[src/hdl/abr_pkg.sv]
// Shared types and constants for the alternating-bit receiver datagram checker.
// No dependencies; every other file refers to this package by scoped names.
package abr_pkg;

    // Bytes per datagram that are counted and checked; later bytes pass through.
    localparam int MAX_BYTES = 512;
    localparam int IDX_W     = $clog2(MAX_BYTES + 1);
    localparam int LEN_W     = 16;
    localparam int SEQ_W     = 32;
    localparam int SUM_W     = 16;

    // Header layout
    localparam int HDR_BYTES  = 12;
    localparam int LEN_HI_IDX = 2;
    localparam int LEN_LO_IDX = 3;
    localparam int SEQ_FIRST  = 8;
    localparam int SEQ_LAST   = 11;

    localparam logic [SUM_W-1:0] SUM_GOOD    = 16'hFFFF;
    localparam logic [SUM_W-1:0] ACK_CK_BASE = 16'h0C00;

    // Depth of the queue between the front and the back
    localparam int QUEUE_DEPTH = 2;
    localparam int QPTR_W      = $clog2(QUEUE_DEPTH);
    localparam int QCNT_W      = $clog2(QUEUE_DEPTH + 1);

    typedef enum logic [1:0] {
        VERDICT_ACCEPT    = 2'd0,
        VERDICT_SHORT     = 2'd1,
        VERDICT_BAD_SUM   = 2'd2,
        VERDICT_WRONG_SEQ = 2'd3
    } t_verdict;

    // One classified byte, handed from the front to the back
    typedef struct packed {
        logic [7:0] rx_byte;
        logic       last;      // final byte of the datagram
        logic       active;    // index below MAX_BYTES, byte is counted
        logic       odd;       // index is odd: completes a checksum word
        logic       seq_cap;   // byte belongs to the sequence number
        logic       payload;   // byte lies in the payload region
        logic       cnt_ge12;  // count after this byte covers the header
        logic       cnt_odd;   // count after this byte is odd
    } t_item;

    // One result word
    typedef struct packed {
        logic [SUM_W-1:0] ack_checksum;
        logic             ack_number;
        logic             ack_send;
        t_verdict         verdict;
        logic             final_flag;
        logic             payload_flag;
        logic [7:0]       out_byte;
    } t_result;

endpackage

[src/hdl/abr_front.sv]
// Front part of the receiver: counts bytes, captures the length field and
// classifies each byte. Depends on abr_pkg.
module abr_front (
    input  logic          i_clk,
    input  logic          i_rst_n,
    input  logic          i_push,
    input  logic [7:0]    i_byte,
    input  logic          i_last,
    output abr_pkg::t_item o_item
);

    logic [abr_pkg::IDX_W-1:0] r_index, n_index;
    logic [abr_pkg::LEN_W-1:0] r_len, n_len;
    logic                      active;
    logic                      is_len;

    assign active = (r_index < abr_pkg::IDX_W'(abr_pkg::MAX_BYTES));
    assign is_len = active && ((r_index == abr_pkg::IDX_W'(abr_pkg::LEN_HI_IDX)) ||
                               (r_index == abr_pkg::IDX_W'(abr_pkg::LEN_LO_IDX)));

    always_comb begin
        n_index = active ? r_index + abr_pkg::IDX_W'(1) : r_index;
        n_len   = is_len ? {r_len[abr_pkg::LEN_W-9:0], i_byte} : r_len;
    end

    always_comb begin
        o_item.rx_byte  = i_byte;
        o_item.last     = i_last;
        o_item.active   = active;
        o_item.odd      = r_index[0];
        o_item.seq_cap  = active && (r_index >= abr_pkg::IDX_W'(abr_pkg::SEQ_FIRST)) &&
                          (r_index <= abr_pkg::IDX_W'(abr_pkg::SEQ_LAST));
        o_item.payload  = active && (r_index >= abr_pkg::IDX_W'(abr_pkg::HDR_BYTES)) &&
                          (abr_pkg::LEN_W'(r_index) < r_len);
        o_item.cnt_ge12 = (n_index >= abr_pkg::IDX_W'(abr_pkg::HDR_BYTES));
        o_item.cnt_odd  = n_index[0];
    end

    always_ff @(posedge i_clk) begin
        if (!i_rst_n) begin
            r_index <= '0;
            r_len   <= '0;
        end else if (i_push) begin
            // restart the count and header capture after the final byte
            if (i_last) begin
                r_index <= '0;
                r_len   <= '0;
            end else begin
                r_index <= n_index;
                r_len   <= n_len;
            end
        end
    end

endmodule

[src/hdl/abr_queue.sv]
// Short queue of classified bytes between the front and the back.
// Depends on abr_pkg.
module abr_queue (
    input  logic           i_clk,
    input  logic           i_rst_n,
    input  logic           i_push,
    input  abr_pkg::t_item i_item,
    output logic           o_full,
    input  logic           i_pop,
    output logic           o_valid,
    output abr_pkg::t_item o_item
);

    abr_pkg::t_item                r_mem [abr_pkg::QUEUE_DEPTH];
    logic [abr_pkg::QPTR_W-1:0]    r_wr_ptr;
    logic [abr_pkg::QPTR_W-1:0]    r_rd_ptr;
    logic [abr_pkg::QCNT_W-1:0]    r_count;

    assign o_full  = (r_count == abr_pkg::QCNT_W'(abr_pkg::QUEUE_DEPTH));
    assign o_valid = (r_count != '0);
    assign o_item  = r_mem[r_rd_ptr];

    always_ff @(posedge i_clk) begin
        if (i_push) begin
            r_mem[r_wr_ptr] <= i_item;
        end
    end

    always_ff @(posedge i_clk) begin
        if (!i_rst_n) begin
            r_wr_ptr <= '0;
            r_rd_ptr <= '0;
            r_count  <= '0;
        end else begin
            if (i_push) begin
                r_wr_ptr <= (r_wr_ptr == abr_pkg::QPTR_W'(abr_pkg::QUEUE_DEPTH - 1)) ?
                            '0 : r_wr_ptr + abr_pkg::QPTR_W'(1);
            end
            if (i_pop) begin
                r_rd_ptr <= (r_rd_ptr == abr_pkg::QPTR_W'(abr_pkg::QUEUE_DEPTH - 1)) ?
                            '0 : r_rd_ptr + abr_pkg::QPTR_W'(1);
            end
            unique case ({i_push, i_pop})
                2'b10:   r_count <= r_count + abr_pkg::QCNT_W'(1);
                2'b01:   r_count <= r_count - abr_pkg::QCNT_W'(1);
                default: r_count <= r_count;
            endcase
        end
    end

endmodule

[src/hdl/abr_back.sv]
// Back part of the receiver: checksum, sequence capture, verdict and the
// output register. Depends on abr_pkg.
module abr_back (
    input  logic             i_clk,
    input  logic             i_rst_n,
    input  logic             i_item_valid,
    input  abr_pkg::t_item   i_item,
    output logic             o_pop,
    input  logic             i_out_ready,
    output logic             o_out_valid,
    output abr_pkg::t_result o_result
);

    function automatic logic [abr_pkg::SUM_W-1:0] fold_add(
        input logic [abr_pkg::SUM_W-1:0] acc,
        input logic [abr_pkg::SUM_W-1:0] word
    );
        logic [abr_pkg::SUM_W:0] s;
        s = {1'b0, acc} + {1'b0, word};
        return s[abr_pkg::SUM_W-1:0] + abr_pkg::SUM_W'(s[abr_pkg::SUM_W]);
    endfunction

    logic [abr_pkg::SUM_W-1:0] r_sum;
    logic [7:0]                r_hold;
    logic [abr_pkg::SEQ_W-1:0] r_seq;
    logic                      r_exp;
    logic                      r_out_valid;
    abr_pkg::t_result          r_result;

    logic                      pair;
    logic                      add_word;
    logic [7:0]                hold_eff;
    logic [abr_pkg::SUM_W-1:0] word;
    logic [abr_pkg::SUM_W-1:0] sum_fin;
    logic [abr_pkg::SEQ_W-1:0] seq_eff;
    abr_pkg::t_verdict         verdict;
    abr_pkg::t_result          n_result;

    assign o_pop       = i_item_valid && (!r_out_valid || i_out_ready);
    assign o_out_valid = r_out_valid;
    assign o_result    = r_result;

    always_comb begin
        pair     = i_item.active && i_item.odd;
        hold_eff = (i_item.active && !i_item.odd) ? i_item.rx_byte : r_hold;
        // a completed pair, or on the final byte the padded odd leftover
        word     = pair ? {i_item.rx_byte, r_hold} : {8'd0, hold_eff};
        add_word = pair || (i_item.last && i_item.cnt_odd);
        sum_fin  = add_word ? fold_add(r_sum, word) : r_sum;
        seq_eff  = i_item.seq_cap ? {r_seq[abr_pkg::SEQ_W-9:0], i_item.rx_byte} : r_seq;

        priority if (!i_item.cnt_ge12) begin
            verdict = abr_pkg::VERDICT_SHORT;
        end else if (sum_fin != abr_pkg::SUM_GOOD) begin
            verdict = abr_pkg::VERDICT_BAD_SUM;
        end else if (seq_eff != abr_pkg::SEQ_W'(r_exp)) begin
            verdict = abr_pkg::VERDICT_WRONG_SEQ;
        end else begin
            verdict = abr_pkg::VERDICT_ACCEPT;
        end

        n_result              = '0;
        n_result.out_byte     = i_item.rx_byte;
        n_result.payload_flag = i_item.payload;
        n_result.final_flag   = i_item.last;
        if (i_item.last) begin
            n_result.verdict = verdict;
            if (verdict == abr_pkg::VERDICT_ACCEPT) begin
                n_result.ack_send     = 1'b1;
                n_result.ack_number   = r_exp;
                n_result.ack_checksum = ~(abr_pkg::ACK_CK_BASE + {7'd0, r_exp, 8'd0});
            end
        end
    end

    always_ff @(posedge i_clk) begin
        if (o_pop) begin
            r_result <= n_result;
        end
    end

    always_ff @(posedge i_clk) begin
        if (!i_rst_n) begin
            r_sum       <= '0;
            r_hold      <= '0;
            r_seq       <= '0;
            r_exp       <= 1'b0;
            r_out_valid <= 1'b0;
        end else begin
            if (o_pop) begin
                r_out_valid <= 1'b1;
            end else if (i_out_ready) begin
                r_out_valid <= 1'b0;
            end

            if (o_pop) begin
                if (i_item.last) begin
                    r_sum  <= '0;
                    r_hold <= '0;
                    r_seq  <= '0;
                    if (verdict == abr_pkg::VERDICT_ACCEPT) begin
                        r_exp <= ~r_exp;
                    end
                end else begin
                    r_sum  <= sum_fin;
                    r_hold <= hold_eff;
                    r_seq  <= seq_eff;
                end
            end
        end
    end

endmodule

[src/hdl/alternating_bit_receiver.sv]
// Top level of the alternating-bit receiver datagram checker.
// Depends on abr_pkg, abr_front, abr_queue and abr_back.
//
// Receives datagram bytes one word per cycle on the slave stream, tlast on the
// final byte, and echoes every byte on the master stream. tuser marks payload
// bytes (index 12 up to the length field at bytes 2-3, big-endian). On the
// final byte the result carries a verdict: accepted, too short (under 12
// counted bytes, checked first), bad ones' complement checksum (16-bit words,
// low byte first, odd length padded with zero), or wrong sequence (bytes 8-11,
// big-endian, against the expected bit). On acceptance the expected bit
// toggles and the result requests an ack with its number and checksum. Only
// the first MAX_BYTES bytes (512) are counted; later bytes are echoed as
// non-payload. The block takes one byte per cycle while the output is not
// stalled; an accepted byte is written into the queue, and the back then
// moves it into the output register, whose word is shown on the master stream.
// The front classifies bytes, a two-entry queue decouples it from the back,
// and the back holds the checksum accumulator and the output register, so
// input tready drops only after the output has stalled with the queue full.
module alternating_bit_receiver (
    input  logic        i_clk,
    input  logic        i_rst_n,
    // slave stream
    input  logic        i_s_axis_tvalid,
    output logic        o_s_axis_tready,
    input  logic [7:0]  i_s_axis_tdata,   // [7:0] rx_byte
    input  logic        i_s_axis_tlast,   // end_of_datagram
    // master stream
    output logic        o_m_axis_tvalid,
    input  logic        i_m_axis_tready,
    output logic [31:0] o_m_axis_tdata,   // [7:0] out_byte, [9:8] verdict, [10] ack_send,
                                          // [11] ack_number, [27:12] ack_checksum, rest 0
    output logic        o_m_axis_tuser,   // payload_flag
    output logic        o_m_axis_tlast    // final_flag
);

    abr_pkg::t_item   front_item;
    abr_pkg::t_item   q_item;
    abr_pkg::t_result result;
    logic             push;
    logic             q_full;
    logic             q_valid;
    logic             pop;

    // accept a word whenever the queue has room
    assign o_s_axis_tready = !q_full;
    assign push            = i_s_axis_tvalid && !q_full;

    abr_front u_front (
        .i_clk   (i_clk),
        .i_rst_n (i_rst_n),
        .i_push  (push),
        .i_byte  (i_s_axis_tdata),
        .i_last  (i_s_axis_tlast),
        .o_item  (front_item)
    );

    abr_queue u_queue (
        .i_clk   (i_clk),
        .i_rst_n (i_rst_n),
        .i_push  (push),
        .i_item  (front_item),
        .o_full  (q_full),
        .i_pop   (pop),
        .o_valid (q_valid),
        .o_item  (q_item)
    );

    abr_back u_back (
        .i_clk        (i_clk),
        .i_rst_n      (i_rst_n),
        .i_item_valid (q_valid),
        .i_item       (q_item),
        .o_pop        (pop),
        .i_out_ready  (i_m_axis_tready),
        .o_out_valid  (o_m_axis_tvalid),
        .o_result     (result)
    );

    // pack the result word, zero-fill to whole bytes
    assign o_m_axis_tdata = {4'd0, result.ack_checksum, result.ack_number, result.ack_send,
                             result.verdict, result.out_byte};
    assign o_m_axis_tuser = result.payload_flag;
    assign o_m_axis_tlast = result.final_flag;

`ifndef SYNTH
    // an ack is requested only on an accepted final byte
    a_ack_on_accept: assert property (@(posedge i_clk) disable iff (!i_rst_n)
        o_m_axis_tvalid && result.ack_send |->
            result.final_flag && (result.verdict == abr_pkg::VERDICT_ACCEPT))
        else $error("ack requested without an accepted final byte");

    // non-final words carry no verdict and no ack
    a_quiet_midstream: assert property (@(posedge i_clk) disable iff (!i_rst_n)
        o_m_axis_tvalid && !result.final_flag |->
            (result.verdict == abr_pkg::VERDICT_ACCEPT) && !result.ack_send &&
            (result.ack_checksum == '0))
        else $error("verdict or ack on a non-final word");

    // the input stalls only behind a stalled output
    a_stall_from_output: assert property (@(posedge i_clk) disable iff (!i_rst_n)
        !o_s_axis_tready |-> o_m_axis_tvalid)
        else $error("input stalled while output register empty");
`endif

endmodule

[config.mk]
export PLATFORM = sky130hd
export DESIGN_NAME = alternating_bit_receiver
export DESIGN_NICKNAME = d
export VERILOG_FILES = /design/src/hdl/abr_pkg.sv /design/src/hdl/abr_front.sv /design/src/hdl/abr_queue.sv /design/src/hdl/abr_back.sv /design/src/hdl/alternating_bit_receiver.sv
export SDC_FILE = /design/constraint.sdc
export NUM_CORES = 1
export LEC_CHECK = 0
export ABC_AREA = 1
export BUFFER_PORTS_ARGS = -buffer_cell sky130_fd_sc_hd__buf_2
export CELL_PAD_IN_SITES_DETAIL_PLACEMENT = 1
export CELL_PAD_IN_SITES_GLOBAL_PLACEMENT = 2
export CORE_MARGIN = 4
export CORE_UTILIZATION = 33
export CTS_BUF_LIST = sky130_fd_sc_hd__clkbuf_2 sky130_fd_sc_hd__clkbuf_4 sky130_fd_sc_hd__clkbuf_8
export DETAILED_ROUTE_END_ITERATION = 8
export GPL_TIMING_DRIVEN = 0
export HOLD_SLACK_MARGIN = 0.12
export PLACE_DENSITY_LB_ADDON = 0.08
export SYNTH_ARGS = -nofsm -noshare
export SYNTH_HDL_FRONTEND = slang
export SYNTH_HIERARCHICAL = 1
export SYNTH_SLANG_ARGS = --single-unit
[constraint.sdc]
create_clock -name i_clk -period 4.4 [get_ports i_clk]
set_input_delay 0.22 -clock i_clk [delete_from_list [all_inputs] [get_ports i_clk]]
set_output_delay 0.22 -clock i_clk [all_outputs]
set_load 0.02 [all_outputs]
* Word level (Yosys, flattened, before mapping)
Memories as Yosys holds them, arrays and structs flattened. A register that Yosys moved wholly into a read port is not among the register bits.
Cells that the tools add are included.
** Storage, ports and cells
- Bits in read-only memories :: 0
- Output and inout port bits :: 36
- Register bits :: 118
- Bits in writable memories :: 30
- Memories kept :: 1
- Latch bits :: 0
- Input port bits :: 13
** Operators by class
- Eq/ne operators :: 7
- Bitwise logic cells :: 2
- Divide/modulo/power cells :: 0
- Reductions and logical operators :: 24
- Add/subtract/negate cells :: 8
- Multiply operators :: 0
- Shifts and indexed selects :: 0
- Mux-type cells :: 24
- Magnitude comparators :: 6
** Memories
- u_queue.r_mem :: depth 2, width 15, rd ports 1, clocked after memory_dff 1, wr ports 1, line abr_queue.sv:14 : abr_pkg::t_item r_mem [abr_pkg::QUEUE_DEPTH];
** Operators with widths (count)
- two-way mux 16 bit :: 5
- two-way mux 32 bit :: 2
- inequality test 32 x 1 -> 1 bit :: 1
- >= comparator 10 x 4 -> 1 bit (second input constant) :: 3
- equality test 10 x 2 -> 1 bit (second input constant) :: 2
- two-way mux 10 bit :: 2
- adder 16 x 16 -> 17 bit :: 1
- adder 16 x 1 -> 16 bit :: 1
- less-than comparator 10 x 16 -> 1 bit :: 1
- two-way mux 8 bit :: 2
- inequality test 16 bit (second input constant) :: 1
- NOT 13 -> 16 bit :: 1
- adder 12 x 9 -> 13 bit (first input constant) :: 1
- adder 10 x 1 -> 10 bit (second input constant) :: 1
- less-or-equal comparator 10 x 4 -> 1 bit (second input constant) :: 1
- logical AND 1 bit :: 10
- less-than comparator 10 bit (second input constant) :: 1
- two-way mux 1 bit :: 9
- nonzero test 2 bit :: 4
- two-way mux 2 bit :: 3
- equality test 2 bit (second input constant) :: 2
- one-hot mux 2 bit (2 select lines) :: 1
- AND reduction 2 bit :: 2
- zero test 1 bit :: 3
- 8 further kinds :: 11

* Depth between registers and ports, before layout
- Depth in word-level cells :: 12
- Mapped depth :: 37
- Gate-level depth less buffers :: 35

* Cells and area by module
Netlist, hierarchy kept.
** By module, submodules not included
- abr_back :: area each 5231.3 sq um, cells each 794, seq. area each 1641.6 sq um, instances 1
- abr_front :: area each 1654.1 sq um, cells each 243, seq. area each 520.5 sq um, instances 1
- abr_queue :: area each 1365.1 sq um, cells each 82, seq. area each 1001.0 sq um, instances 1
- alternating_bit_receiver :: area each 47.5 sq um, cells each 8, seq. area each 0.0 sq um, instances 1

* Worst setup path after synthesis
OpenSTA, ideal clock, no wires.
- Path kind :: register to register
- From :: register with a tool-made name
- To :: register u_back.r_exp
- Clock period less this slack :: 4.569 ns
- Stages on the path, launching flop included :: 36
- Setup time :: 0.110 ns
- Data arrival time :: 4.459 ns
- Slack :: -0.169 ns
- Buffers on the path :: 3
- Path through :: dfxtp_1 > buf_6 > buf_12 > mux2_4 > nand2_1 > clkbuf_1 > nand2_1 > o21ai_0 > ha_1 > inv_1 > fa_1 > inv_2 > nand2_1 > nand3_2 > nand2_1 > nand2_1 > a21oi_1 > o21bai_1 > ha_1 > nand2_1 > nor2_8 > nand3_4 > nor2_4 > nand3_2 > nor2_4 > nand2_2 > nand2_1 > nand2_1 > a21oi_2 > nand3_1 > nor2_2 > nand3_2 > nor2_4 > nand3_2 > nand2_1 > nor2_1
** RTL lines
- end signal, assigned :: line abr_back.sv:102 : r_exp <= ~r_exp;
- end, declared :: line abr_back.sv:26 : logic r_exp;

==> flow_metrics.env <==
export IMPL_overflow=0
export IMPL_clk_insertion_delay_late_ps=460
export IMPL_area_growth_pct=22.89
export IMPL_cts_root_buf="clkbuf_8"
export IMPL_async_flop_share_pct=0
export IMPL_critPathMaxStageDelay_ps=390
export IMPL_gr_usage_all_layers_pct=18.71
export IMPL_ant_nets=0
export IMPL_arrival_ps=5030
export IMPL_critPathCapture="u_back/r_exp$_SDFFE_PN0P_"
export IMPL_portBuffers=42
export IMPL_nets=1283
export IMPL_crit_slowest_cell="ha_1"
export IMPL_numCtsBuffers=17
export IMPL_rrSetupSlack_ps=-270
export IMPL_avgSynthCellArea_um2=7.363
export IMPL_drive_gt1_share_pct=24.44
export IMPL_ys_seq_elements=135
export IMPL_power_frac_comb_pct=53.6
export IMPL_core_area_um2=24530
export IMPL_p_sw_mw=2.829
export IMPL_cts_sinks=135
export IMPL_dieArea_um2=27750
export IMPL_tightestPinTransition_ps=921.9
export IMPL_fin_ws_ps=-267.4
export IMPL_synth_area_um2=8298
export IMPL_vias_per_cell=4.791
export IMPL_setup_tns_ps=-1575
export IMPL_num_vias=7531
export IMPL_ys_types=46
export IMPL_r2r_cells=32
export IMPL_worst_setup_path_end_kind="flip-flop"
export IMPL_grt_pass1_vias=7794
export IMPL_finClkSkew_ps=16.29
export IMPL_final_common_cell="nand2_1"
export IMPL_drc=0
export IMPL_maxSlewHeadroom_pct=38.31
export IMPL_post_place_ws_ps=-1382
export IMPL_status="complete, but fails checks"
export IMPL_dp_hpwl_um=19620
export IMPL_worst_setup_path_start_kind="flip-flop"
export IMPL_violations="negative setup slack"
export IMPL_most_common_layout_cells="276 x nand2_1, 116 x inv_1, 98 x nor2_1"
export IMPL_ys_warn_count=6
export IMPL_slew_violations=0
export IMPL_crit_family="simple AND/OR/NAND/NOR gates"
export IMPL_cellPowerDensity_nw_per_um2=579.2
export IMPL_gp_congestion=0.8191
export IMPL_peakVddDrop_mv=0.2116
export IMPL_dp_cells=1497
export IMPL_worstSetupPathType="flip-flop to flip-flop"
export IMPL_start_util_pct=33.82
export IMPL_synthFlopType="dfxtp_1"
export IMPL_seq_power_share_pct=28.1
export IMPL_fin_crit_ps=4667
export IMPL_die_height_um=166.6
export IMPL_report_final_setup_viol=7
export IMPL_worstReg2RegEnd="u_back/r_exp$_SDFFE_PN0P_"
export IMPL_hold_path_class="input port to flip-flop"
export IMPL_ys_seq_area_share_pct=38.12
export IMPL_cts_path_max_buffers=2
export IMPL_critPathRequiredTime_ps=4760
export IMPL_core_rowCount=57
export IMPL_path_max_fanout=6
export IMPL_p_sw_share_pct=47.89
export IMPL_postSynthCellCount=1127
export IMPL_p_int_mw=3.078
export IMPL_critPathBufInv=4
export IMPL_hold_viol=0
export IMPL_io_pins=49
export IMPL_maxCapViolCount=0
export IMPL_drtPass1Iterations=4
export IMPL_grt_max_degree=22
export IMPL_die_w_um=166.6
export IMPL_n_antenna_cell=0
export IMPL_rsz0062_at_grt="true"
export IMPL_clock_fmax_mhz=214.3
export IMPL_htreeDepth=4
export IMPL_wl_per_cell_um=16.44
export IMPL_clockPowerShare_pct=18.3
export IMPL_p_leak_nw=4.391
export IMPL_cp_depth=32
export IMPL_synth_edf_count=46
export IMPL_grt_pass1_wl_um=41770
export IMPL_cts_tree="built"
export IMPL_drt_iter0_drc=365
export IMPL_cpMostUsedCell="nand2_2"
export IMPL_grt_antenna_before_repair=0
export IMPL_path_clk_slew_ps=100
export IMPL_wl_um=25840
export IMPL_final_cells=1572
export IMPL_period_share_pct=106.1
-- synth_stat cells, types with 2 or more instances --
| library cell | instances | area share, % |
|---|---|---|
| mux2_2 | 12 | 1.6 |
| nand2_4 | 4 | 0.54 |
| nand3_2 | 8 | 0.97 |
| nor2_2 | 9 | 0.68 |
| o21ai_0 | 35 | 2.1 |
| inv_1 | 123 | 5.6 |
| nand2_2 | 13 | 0.98 |
| nor3_1 | 6 | 0.36 |
| nor2_4 | 4 | 0.54 |
| mux2_4 | 10 | 1.8 |
| or2_2 | 3 | 0.23 |
| nor2_1 | 111 | 5.0 |
| edfxtp_1 | 46 | 17 |
| nor2_8 | 2 | 0.48 |
| mux2i_1 | 2 | 0.24 |
| buf_2 | 5 | 0.30 |
| a21oi_1 | 73 | 4.4 |
| dfxtp_1 | 89 | 21 |
| inv_2 | 14 | 0.63 |
| nor4_1 | 8 | 0.60 |
| a22oi_1 | 31 | 2.8 |
| nand4_1 | 14 | 1.1 |
| nand2_1 | 295 | 13 |
| xor2_1 | 2 | 0.21 |
| buf_6 | 3 | 0.41 |
| a21oi_2 | 2 | 0.21 |
| buf_4 | 30 | 2.7 |
| ha_1 | 34 | 5.1 |
| clkbuf_1 | 26 | 1.2 |
| nand3_1 | 94 | 5.7 |
| and2_1 | 2 | 0.15 |
| conb_1 | 2 | 0.091 |
| clkinv_1 | 2 | 0.091 |
-- state kept, by name, summed over array words and instances (netlist names), 2 cells and up, named ones only --
| name | count |
|---|---|
| u_back/r_sum | 16 |
| u_front/r_len | 16 |
| u_back/o_result | 16 |
| u_back/r_hold | 8 |
| u_back/r_seq | 32 |
| u_queue/r_count | 2 |
| u_front/r_index | 10 |
| u_queue/r_mem | 30 |
-- what timing repair did --
action,in CTS,in global routing
pin swaps,31,40
endpoints found under the hold margin,33,0
endpoints found under the setup margin,20,14
gates resized for setup,62,58
hold buffers,11,0
setup buffers,22,9
gates cloned,1,0
-- worst min path at each step --
stage | from | endpoint | slack [ps] | cells after the start
2_1_floorplan | i_rst_n | u_back/r_exp$_SDFFE_PN0P_ | 340 | 2
3_3_place_gp | u_back/r_hold[5]$_SDFFE_PN0P_ | u_back/r_hold[5]$_SDFFE_PN0P_ | 450 | 2
3_5_place_dp | u_back/r_hold[6]$_SDFFE_PN0P_ | u_back/r_hold[6]$_SDFFE_PN0P_ | 460 | 2
4_1_cts | i_s_axis_tvalid | u_queue/r_wr_ptr$_SDFFE_PN0P_ | 160 | 5
5_1_grt | i_s_axis_tvalid | u_queue/r_wr_ptr$_SDFFE_PN0P_ | 180 | 5
6_report | i_s_axis_tvalid | u_queue/r_wr_ptr$_SDFFE_PN0P_ | 190 | 5
-- area by class of cell --
| class | instances | area, µm² |
|---|---|---|
| buffer | 66 | 416.7 |
| clock inverter | 15 | 188.9 |
| clock buffer | 17 | 234.0 |
| timing repair buffer | 85 | 568.0 |
| fill | 3032 | 14340 |
| sequential | 135 | 3164 |
| tap | 324 | 405.4 |
| multi-input combinational | 791 | 4681 |
| inverter | 139 | 539.3 |
-- metal layers --
metal | vias to the layer above | part of all wire (%) | global-route usage, % | wire length, µm
li1 | 3859 | - | - | -
met1 | 3604 | 46 | 23.87 | 12010
met2 | 55 | 51 | 33.58 | 13140
met3 | 13 | 1.8 | 2.939 | 476
met4 | 0 | 0.79 | 3.842 | 204
met5 | - | 0 | 0 | 0
-- stage by stage --
stage	hold WS, ps	util, %	total power [mW]	area, µm²
finish	192.6	41.56	5.907	10200
global route	178.8	41.56	6.395	10200
global placement	454.2	36.44	4.408	8940
floorplan	340.7	-	3.595	8324
CTS	155.1	40.19	5.779	9859
detailed placement	456.6	36.44	4.429	8940
-- worst register-to-register path: cells and delay by family, from the launching register on --
| family | cells | cell delay (ps) |
|---|---|---|
| simple gates | 22 | 2300 |
| buf+inv | 4 | 600 |
| mux | 1 | 310 |
| flops | 1 | 330 |
| compound gates | 3 | 460 |
| fa+ha+maj | 2 | 600 |
-- power by group through the flow --
stage          combinational [mW]  clock (mW)  sequential (mW)
6_report                     3.17        1.08             1.66
5_1_grt                      3.53        1.17             1.69
4_1_cts                      3.00        1.12             1.66
3_5_place_dp                 2.75           0             1.68
3_3_place_gp                 2.73           0             1.68
2_1_floorplan                1.85           0             1.75
-- logic make-up (layout without fill, tap and decap cells) --
group | Yosys count | in the layout | share of synthesized area [%]
XOR/XNOR | 3 | 3 | 0.3167
flip-flops | 135 | 135 | 38.12
AO/OA/AOI/OAI | 147 | 147 | 10.09
other | 2 | 6 | 0.09050
adder cells (fa/ha/maj) | 35 | 35 | 5.368
multiplexers | 24 | 24 | 3.679
AND/OR/NAND/NOR | 576 | 576 | 31.17
buffers and inverters | 205 | 322 | 11.17
Power figures use the tool's default switching activity.
